**config.mk**
```make
export PLATFORM = sky130hd
export DESIGN_NAME = ypmv_ctrl
export DESIGN_NICKNAME = d
export VERILOG_FILES = /design/src/sv/ypmv_pkg.sv /design/src/sv/ypmv_ctrl.sv
export SDC_FILE = /design/constraint.sdc
export NUM_CORES = 1
export LEC_CHECK = 0
export BUFFER_PORTS_ARGS = -buffer_cell sky130_fd_sc_hd__buf_2
export CORE_AREA = 2 2 39 41
export CTS_BUF_LIST = sky130_fd_sc_hd__clkbuf_2 sky130_fd_sc_hd__clkbuf_4 sky130_fd_sc_hd__clkbuf_8
export DETAILED_ROUTE_END_ITERATION = 16
export DIE_AREA = 0 0 41 43
export GPL_TIMING_DRIVEN = 0
export MAX_ROUTING_LAYER = met4
export PLACE_DENSITY = 0.46
export RECOVER_POWER = 100
export REMOVE_ABC_BUFFERS = 1
export SLEW_MARGIN = 30
export SYNTH_ARGS = -nofsm -noshare
export SYNTH_HDL_FRONTEND = slang
export SYNTH_SLANG_ARGS = --single-unit
```
**constraint.sdc**
```tcl
create_clock -name clk -period 1.06 [get_ports clk]
set_input_delay 0.318 -clock clk [delete_from_list [all_inputs] [get_ports clk]]
set_output_delay 0.318 -clock clk [all_outputs]
set_load 0.05 [all_outputs]
```
**src/sv/ypmv_pkg.sv**
```systemverilog
`default_nettype none
package ypmv_pkg;

	// dimensions and field widths
	localparam int MAX_DIMENSION = 4096;
	localparam int MIN_DIMENSION = 2;
	localparam int DIM_W         = 13;
	localparam int DIM_CL_W      = $clog2(MAX_DIMENSION + 1);
	localparam int PIX_W         = 8;
	localparam int FRAC_BITS     = 8;
	localparam int FRAME_W       = 16;
	localparam int PLANE_W       = 2;
	localparam int MEAN_W        = 16;
	localparam int VAR_W         = 22;
	localparam int CFG_IDX_W     = 1;

	// accumulator and arithmetic widths
	localparam int CNT_W     = $clog2(MAX_DIMENSION * MAX_DIMENSION + 1);
	localparam int LUMA_W    = 2 * DIM_CL_W;
	localparam int SUM_W     = PIX_W + CNT_W - 1;
	localparam int SQ_W      = 2 * PIX_W + CNT_W - 1;
	localparam int QH_W      = SQ_W + 1;
	localparam int MUL_SPLIT = 24;
	localparam int X_W       = CNT_W + QH_W;
	// n*(q+h) - s*s is below n*n times (max variance + 1)
	localparam int X_RES_W   = 2 * (CNT_W - 1) + 2 * PIX_W - 2;
	localparam int DIV_W     = X_RES_W + FRAC_BITS;
	localparam int DIV_CNT_W = $clog2(DIV_W);

	localparam logic [DIM_W-1:0]  WIDTH_RESET  = DIM_W'(1920);
	localparam logic [DIM_W-1:0]  HEIGHT_RESET = DIM_W'(1080);
	localparam logic [VAR_W-1:0]  VAR_MAX      = VAR_W'(4194303);
	localparam logic [MEAN_W-1:0] MEAN_MAX     = MEAN_W'(255 * 256);

	localparam logic [PLANE_W-1:0] PLANE_Y = PLANE_W'(0);
	localparam logic [PLANE_W-1:0] PLANE_U = PLANE_W'(1);
	localparam logic [PLANE_W-1:0] PLANE_V = PLANE_W'(2);

	typedef enum logic [CFG_IDX_W-1:0] {
		CFG_FRAME_WIDTH  = 1'b0,
		CFG_FRAME_HEIGHT = 1'b1
	} cfg_reg_t;

	typedef enum logic [2:0] {
		ST_ACCUM,
		ST_MUL_LO,
		ST_MUL_HI,
		ST_SQR,
		ST_DIV_MEAN,
		ST_DIV_VA,
		ST_DIV_VB,
		ST_EMIT
	} ypmv_state_t;

	typedef enum logic [1:0] {
		DIV_SRC_MEAN,
		DIV_SRC_VA,
		DIV_SRC_VB
	} div_src_t;

	typedef struct packed {
		logic     acc_en;
		logic     snap;
		logic     mul_lo;
		logic     mul_hi;
		logic     x_sub;
		logic     div_load;
		div_src_t div_sel;
		logic     div_step;
		logic     mean_cap;
		logic     var_cap;
		logic     out_load;
	} ypmv_cmd_t;

	typedef struct packed {
		logic plane_end;
		logic div_done;
		logic out_free;
	} ypmv_sts_t;

endpackage
`default_nettype wire

```
**src/sv/ypmv_ctrl.sv**
```systemverilog
`default_nettype none
module ypmv_ctrl import ypmv_pkg::*; (
	input  wire logic      clk,
	input  wire logic      arst_n,
	input  wire logic      pixel_valid,
	input  wire ypmv_sts_t sts,
	output logic           pixel_ready,
	output ypmv_cmd_t      cmd
);

	ypmv_state_t state_q;
	ypmv_state_t state_d;

	always_ff @(posedge clk or negedge arst_n) begin
		if (!arst_n) begin
			state_q <= ST_ACCUM;
		end else begin
			state_q <= state_d;
		end
	end

	// next state
	always_comb begin
		state_d = state_q;
		case (state_q)
			ST_ACCUM: begin
				if (pixel_valid && sts.plane_end)
					state_d = ST_MUL_LO;
			end
			ST_MUL_LO:   state_d = ST_MUL_HI;
			ST_MUL_HI:   state_d = ST_SQR;
			ST_SQR:      state_d = ST_DIV_MEAN;
			ST_DIV_MEAN: begin
				if (sts.div_done)
					state_d = ST_DIV_VA;
			end
			ST_DIV_VA: begin
				if (sts.div_done)
					state_d = ST_DIV_VB;
			end
			ST_DIV_VB: begin
				if (sts.div_done)
					state_d = ST_EMIT;
			end
			ST_EMIT: begin
				if (sts.out_free)
					state_d = ST_ACCUM;
			end
			default: state_d = ST_ACCUM;
		endcase
	end

	// outputs
	always_comb begin
		cmd         = '0;
		cmd.div_sel = DIV_SRC_MEAN;
		pixel_ready = 1'b0;
		case (state_q)
			ST_ACCUM: begin
				pixel_ready = 1'b1;
				cmd.acc_en  = pixel_valid;
				cmd.snap    = pixel_valid && sts.plane_end;
			end
			ST_MUL_LO: cmd.mul_lo = 1'b1;
			ST_MUL_HI: cmd.mul_hi = 1'b1;
			ST_SQR: begin
				cmd.x_sub    = 1'b1;
				cmd.div_load = 1'b1;
				cmd.div_sel  = DIV_SRC_MEAN;
			end
			ST_DIV_MEAN: begin
				cmd.div_step = 1'b1;
				cmd.mean_cap = sts.div_done;
				cmd.div_load = sts.div_done;
				cmd.div_sel  = DIV_SRC_VA;
			end
			ST_DIV_VA: begin
				cmd.div_step = 1'b1;
				cmd.div_load = sts.div_done;
				cmd.div_sel  = DIV_SRC_VB;
			end
			ST_DIV_VB: begin
				cmd.div_step = 1'b1;
				cmd.var_cap  = sts.div_done;
			end
			ST_EMIT: cmd.out_load = sts.out_free;
			default: ;
		endcase
	end

	a_leave_accum_on_end: assert property (@(posedge clk) disable iff (!arst_n)
		(state_q == ST_ACCUM && state_d != ST_ACCUM) |-> (pixel_valid && sts.plane_end))
		else $error("left accumulation without a plane end");

	a_capture_on_last_step: assert property (@(posedge clk) disable iff (!arst_n)
		(cmd.mean_cap || cmd.var_cap) |-> (sts.div_done && cmd.div_step))
		else $error("quotient captured before the last divider step");

	a_snap_starts_math: assert property (@(posedge clk) disable iff (!arst_n)
		cmd.snap |=> (state_q == ST_MUL_LO))
		else $error("plane end did not start the result sequence");

endmodule
`default_nettype wire

```
==> results of run 1 <==
-- kinds of logic after synthesis --
family                 after synthesis  share of synthesized area [%]
AO/OA/AOI/OAI                        8                           23.0
multiplexers                         1                           3.76
flip-flops                           3                           28.2
buffers and inverters                4                           10.3
AND/OR/NAND/NOR                     17                           34.7
-- critical path: cells and delay by family (launching register included) --
| kind | cells | cell delay (ns) |
|---|---|---|
| buffers and inverters | 1 | 0.15 |
| DFF | 1 | 0.45 |
| and+or+nand+nor | 2 | 0.41 |
-- power groups by stage --
| stage | clock (mW) | combinational [mW] | sequential, mW |
|---|---|---|---|
| after floorplan | 0 | 0.878 | 0.287 |
| after global placement | 0 | 1.07 | 0.332 |
| after detailed placement | 0 | 1.07 | 0.330 |
| after CTS | 0.234 | 1.69 | 0.304 |
| after global routing | 0.254 | 1.88 | 0.351 |
| final | 0.227 | 1.79 | 0.339 |
-- worst paths after layout --
path / startpoint / endpoint / slack, ns / depth (start not counted)
max in group asynchronous: arst_n / state_q[2]$_DFFE_PN0P_ / 0.47 / 2
min in group asynchronous: arst_n / state_q[1]$_DFFE_PN0P_ / 0.42 / 2
worst min-delay path: sts[1] / state_q[0]$_DFFE_PN0P_ / 0.34 / 2
worst max register to register: state_q[1]$_DFFE_PN0P_ / state_q[0]$_DFFE_PN0P_ / -0.20 / 5
worst max-delay path: state_q[1]$_DFFE_PN0P_ / cmd[9] / -0.51 / 3
worst min register to register: state_q[2]$_DFFE_PN0P_ / state_q[2]$_DFFE_PN0P_ / 0.73 / 2
-- layout make-up --
class / count / area, um^2
fill: 149 / 771
timing repair buffer: 28 / 253
multi-input combinational: 26 / 228
sequential: 3 / 78.8
clock buffer: 4 / 30.0
tap: 16 / 20.0
inverter: 1 / 3.75
-- routing by layer --
metal	up-vias	GRT usage (%)	part of all wire, %
li1	172	-	-
met1	171	16.1	34
met2	17	19.1	58
met3	2	0	6.0
met4	0	14.0	2.3
met5	-	-	0
-- metrics by stage --
stage / instance area (um^2) / std cells
2_1_floorplan: 243 / 30
3_3_place_gp: 353 / 64
3_5_place_dp: 353 / 64
4_1_cts: 576 / 77
5_1_grt: 613 / 78
6_report: 613 / 78
-- timing repair --
| item | in CTS | in global routing |
|---|---|---|
| resized for setup | 41 | 8 |
| pin swaps | 4 | 0 |
| buffers inserted | 8 | 1 |
| setup endpoints to repair | 15 | 15 |
| hold buffers | 1 | 0 |
| hold endpoints to repair | 3 | 0 |
-- synthesized netlist by cell type (2+ instances only) --
cell type | n | share of area, %
a21oi_1 | 2 | 3.8
and2_1 | 3 | 7.0
dfrtp_1 | 3 | 28
nand2_1 | 3 | 4.2
nor2_1 | 4 | 5.6
nor3_1 | 2 | 3.8
==> summary.txt, run 1 <==
Synthesis
  – Register bit count reported by yosys: 3
  – Synth unique cells: 22
  – Post-synth EDFFs: 0
  – Synthesis warning total: 0
  – Mapped Area: between 200 and 300 um^2
  – Asr flop ratio synth: 100%
  – Register area share after synthesis: 28.2%
  – Ys flop type: dfrtp_1
  – Post-Syn Instances: 33
  – Synthesized area per cell: 8.08 um^2

Timing
  – Min cycle time layout: between 1.5 and 2 ns
  – Hold_ws: 0.343 ns
  – Relative slew slack: 83.2%
  – Fmax: 637 MHz
  – Setup Skew: 0.00184 ns
  – RSZ-0062 raised after global routing: yes
  – Hold Vio Cnt, Final: 0
  – Max Slew Vio Count: 0
  – Worst slew pin tran: 0.250 ns
  – Final setup viols: 15
  – Fin Setup TNS: -6.30 ns
  – Final period util: 148%
  – Setup ws final: -0.510 ns

Finish
  – Max FFs per register: 3
  – Most common cell after layout, fill and taps aside: buf_6
  – Nets: 69
  – Most frequent cells in the layout: buf_6, buf_4, buf_2
  – Share of cells above drive strength 1: around four fifths
  – Synthesis-to-layout area growth: 130%
  – Largest Register: state_q
  – Inserted Diodes: 0
  – Top Registers: state_q: 3 flops
  – Post-layout util: 44.3%

Power and ir drop
  – Leak: 0.285 nW
  – Comb power frac: 76.0%
  – NetSw: roughly 1.2 mW
  – PD cells: 3850 nW/um^2
  – Switching Share: 52.4%
  – Design internal power: 1.12 mW
  – Sequential Power Share: 14.4%
  – Max VDD drop: roughly 1.5 mV
  – Pwr Total: 2.36 mW
  – Clk pwr share: 9.6%

Global routing
  – Total gr overflow: 0
  – GRT Util Overall: 13.6%
  – Vias in the first global route: 372
  – First-pass GRT wire length: 1.51 mm
  – Initial antenna violation count: 0
  – Largest net degree at the start of global routing: 9

Setup path
  – Crit-path slowest cell: dfrtp_2
  – Max FO, Critical Path: 6
  – CP Capture Type: output port
  – Arrival time worst endpoint: 1.25 ns
  – Crit path cell chain: and2b_2, and2_4, buf_6
  – Crit path largest cell delay: 0.45 ns
  – Req. time, crit path: between 0.7 and 0.8 ns
  – Worst setup path class: reg -> out
  – Startpoint types: flop

Clock tree
  – H-Tree Depth: 1
  – Root Driver: clkbuf_4
  – CTS Buf Count: 3
  – Clk Latency, worst-skew pair: 0.23 ns
  – CTS Buffer Depth: 2
  – Clock slew at reported path FFs: around 0.040 ns
  – CTS tree: yes
  – Clock sinks: 3

Floorplanning
  – Die extent in x: 41 um
  – Site Rows: 14
  – Die Ht: between 40 and 50 um
  – I/O Pins: 19
  – Total die area: between 1500 and 2000 um^2
  – Starting Density: about a fifth
  – Core area: 1380 um^2

Drt
  – DR vias: 362
  – First-pass iteration count of the detailed router: 1
  – Residual DRC: 0
  – DR vias/cell: 4.64
  – Total routed wirelength: 982 um
  – WL per Instance: between 10 and 15 um
  – Detailed Route Iter0 Violations: 0
  – Number of routed nets with antenna violations: 0

Status
  – Failing checks: negative setup slack
  – Status: finished with violations

Min path
  – Worst Hold Class: in -> reg

Placement
  – Detailed placement HPWL: 493 um
  – I/O Buffers: 18
  – Post-Place Worst Slack: -0.456 ns
  – Routability congestion estimate: 0.691

Job
  – Max Cap Viol: 0
Power figures use the tool's default switching activity.
==> run 2, diff against run 1 <==
Settings changed: ABC_AREA from default to 1.
==> run 2 against run 1 <==
Compared with the run above: the run still ends with negative setup slack left; power up 1.4%; die area unchanged; worst setup slack better by 0.0067 ns; largest power group unchanged.
==> summary.txt, run 2 <==
Setup path
  – CP Capture Type: output port (unchanged)
  – Worst r2r src: state_q[0]$_DFFE_PN0P_ (was state_q[1]$_DFFE_PN0P_)
  – Critical path origin: state_q[0]$_DFFE_PN0P_ (was state_q[1]$_DFFE_PN0P_)
  – FF-to-FF path depth: 9 (was 5)
  – Req. time, crit path: 0.74 ns (about the same)
  – Worst setup path class: reg -> out (unchanged)
  – Arrival time worst endpoint: 1.24 ns (was 1.25 ns)
  – Startpoint types: flop (unchanged)
  – Max FO, Critical Path: 8 (was 6)
  – Worst R2R Setup Slack: -0.45 ns (was -0.20 ns)
  – R2R Path End: state_q[0]$_DFFE_PN0P_ (unchanged)

Placement
  – DP Area: 370 um^2 (was 353 um^2)
  – Detailed placement HPWL: 580 um (was 493 um)
  – Post-Place Cells: 77 (was 64)
  – I/O Buffers: 18 (unchanged)
  – Routability congestion estimate: 0.732 (was 0.691)

Clock tree
  – Clock sinks: 3 (unchanged)
  – Clk Latency, worst-skew pair: 0.25 ns (was 0.23 ns)
  – Clock slew at reported path FFs: 0.04 ns (about the same)
  – CTS Buffer Depth: 2 (unchanged)
  – CTS tree: yes (unchanged)
  – CTS Buf Count: 3 (unchanged)
  – Root Driver: clkbuf_4 (unchanged)
  – H-Tree Depth: 1 (unchanged)

Floorplanning
  – Site Rows: 14 (unchanged)
  – Core area: 1380 um^2 (unchanged)
  – I/O Pins: 19 (unchanged)
  – Die extent in x: 41 um (unchanged)
  – Die Ht: 43 um (unchanged)
  – Starting Density: 19.2% (was 19.3%)
  – Total die area: 1760 um^2 (unchanged)

Finish
  – Multi-input gate area: 208 um^2 (was 228 um^2)
  – Most frequent cells in the layout: buf_6, nand2_1, buf_4 (was buf_6, buf_4, buf_2)
  – Register Area: 78.8 um^2 (unchanged)
  – Finished Layout Cells: 94 (was 78)
  – Fin area: 662 um^2 (was 613 um^2)
  – Fill count: 135 (was 149)
  – Top Registers: state_q: 3 flops (unchanged)
  – Synthesis-to-layout area growth: 150% (was 130%)
  – Share of cells above drive strength 1: 73.1% (was 79.0%)
  – Inserted Diodes: 0 (unchanged)
  – Largest Register: state_q (unchanged)
  – Nets: 85 (was 69)
  – Max FFs per register: 3 (unchanged)
  – Most common cell after layout, fill and taps aside: buf_6 (unchanged)

Global routing
  – First-pass GRT wire length: 1.35 mm (was 1.51 mm)
  – Total gr overflow: 0 (unchanged)
  – GRT Util Overall: 12.4% (was 13.6%)
  – Initial antenna violation count: 0 (unchanged)
  – Largest net degree at the start of global routing: 9 (unchanged)
  – Vias in the first global route: 334 (was 372)

Timing
  – Fmax: 640 MHz (was 637 MHz)
  – Max Slew Vio Count: 0 (unchanged)
  – RSZ-0062 raised after global routing: yes (unchanged)
  – Min cycle time layout: 1.56 ns (was 1.57 ns)
  – Final setup viols: 15 (unchanged)
  – Setup Skew: 0.00660 ns (was 0.00184 ns)
  – Hold Vio Cnt, Final: 0 (unchanged)
  – Worst slew pin tran: 0.212 ns (was 0.250 ns)
  – Setup ws final: -0.503 ns (was -0.510 ns)
  – Final period util: 147% (was 148%)
  – Relative slew slack: 85.9% (was 83.2%)

Synthesis
  – Synth top cells by count: nand2_1, inv_1, nor2_1 (was nor2_1, and2_1, dfrtp_1, nand2_1)
  – Ys flop type: dfrtp_1 (unchanged)
  – Yosys top cell by area: dfrtp_1 (unchanged)
  – Post-Syn Instances: 44 (was 33)
  – Asr flop ratio synth: 100% (unchanged)
  – Register area share after synthesis: 28.3% (was 28.2%)
  – Synthesis warning total: 0 (unchanged)
  – Synth unique cells: 10 (was 22)
  – Register bit count reported by yosys: 3 (unchanged)
  – Most frequent cell after synthesis: nand2_1 (was nor2_1)
  – Synthesized area per cell: 6.03 um^2 (was 8.08 um^2)
  – Mapped Area: 265 um^2 (was 267 um^2)
  – Top area cells in the synthesized netlist: dfrtp_1, nand2_1, inv_1, nand3_2, nor2_1 (was dfrtp_1, and2_1, nor2_1, a211oi_2, a21boi_2)
  – Top-area cell type share of the netlist area: 28.3% (was 28.2%)
  – Post-synth EDFFs: 0 (unchanged)

Drt
  – DR vias: 422 (was 362)
  – WL per Instance: 11.0 um (was 12.6 um)
  – Residual DRC: 0 (unchanged)
  – Detailed Route Iter0 Violations: 4 (was 0)
  – First-pass iteration count of the detailed router: 4 (was 1)
  – Number of routed nets with antenna violations: 0 (unchanged)
  – Total routed wirelength: 1.03 mm (was 982 um)
  – DR vias/cell: 4.49 (was 4.64)

Power and ir drop
  – Max VDD drop: 1.42 mV (was 1.47 mV)
  – Leak: 0.351 nW (was 0.285 nW)
  – PD cells: 3610 nW/um^2 (was 3850 nW/um^2)

Job
  – Max Cap Viol: 0 (unchanged)

Status
  – Failing checks: negative setup slack (unchanged)
  – Status: finished with violations (unchanged)

Min path
  – Worst Hold Class: in -> async (was in -> reg)
-- run 2: changes by cell type after synthesis, moves of 2 or more --
cell | previous run | this run
nand3_2 | 0 | 3
nand4_1 | 0 | 4
a21oi_1 | 2 | 0
nand2_1 | 3 | 12
and2_1 | 3 | 0
nor2_1 | 4 | 7
inv_1 | 1 | 9
-- run 2: timing repair --
| action | CTS | global route |
|---|---|---|
| hold buffers | 1 | 0 |
| resized for setup | 37 | 19 |
| cloned | 0 | 0 |
| pin swaps | 5 | 3 |
| setup buffers | 15 | 0 |
| endpoints found under the hold margin | 3 | 0 |
| endpoints found under the setup margin | 15 | 15 |
-- run 2: area by class of cell --
| class | count | share of cell area (%) |
|---|---|---|
| Clock buffer | 4 | 4.54 |
| Inverter | 9 | 5.48 |
| Multi-Input combinational cell | 31 | 31.4 |
| Sequential cell | 3 | 11.9 |
| Tap cell | 16 | 3.02 |
| Timing Repair Buffer | 31 | 43.7 |
-- run 2: kinds of logic (layout without fill, tap and decap cells) --
logic type	Yosys count	count (layout)	synth area share (%)
buffers and inverters	10	44	14.6
AOI/OAI and AO/OA	1	1	1.88
and+or+nand+nor	30	30	55.2
DFF	3	3	28.3
-- run 2: how the worst max path moves through the flow --
stage	endpoint	slack (ns)	depth (start not counted)
final	cmd[1]	-0.50	4
after global routing	cmd[1]	-0.55	4
after CTS	cmd[1]	-0.48	4
after detailed placement	cmd[6]	-0.37	4
after global placement	cmd[6]	-0.38	4
after floorplan	cmd[6]	-0.93	3
-- run 2: per-layer routing --
layer	vias to the layer above	global-route usage (%)	routed length, um
met3	2	3.14	50
met5	-	-	0
met4	0	10.0	19
li1	211	-	-
met1	193	12.9	376
met2	16	18.4	588
-- run 2: through the flow --
step | power, mW | hold WS [ns] | util (%) | worst slack, ns | TNS (ns)
2_1_floorplan | 1.11 | 0.0224 | - | -0.931 | -7.46
3_5_place_dp | 1.33 | 0.120 | 26.8 | -0.369 | -3.92
6_report | 2.39 | 0.416 | 47.8 | -0.503 | -6.15
3_3_place_gp | 1.33 | 0.115 | 26.8 | -0.383 | -4.01
5_1_grt | 2.52 | 0.443 | 47.8 | -0.549 | -6.95
4_1_cts | 2.18 | 0.397 | 43.1 | -0.476 | -5.95
-- run 2: critical path, stage by stage (launching register included) --
cell     delay, ns
dfrtp_2       0.48
inv_2         0.12
nand2_4       0.07
nor3_2        0.14
buf_6         0.19
-- run 2: power breakdown --
group	switching [mW]	internal [mW]	leakage [nW]
clock network	0.0713	0.167	0.0184
registers	0.140	0.179	0.0314
logic	1.06	0.780	0.302
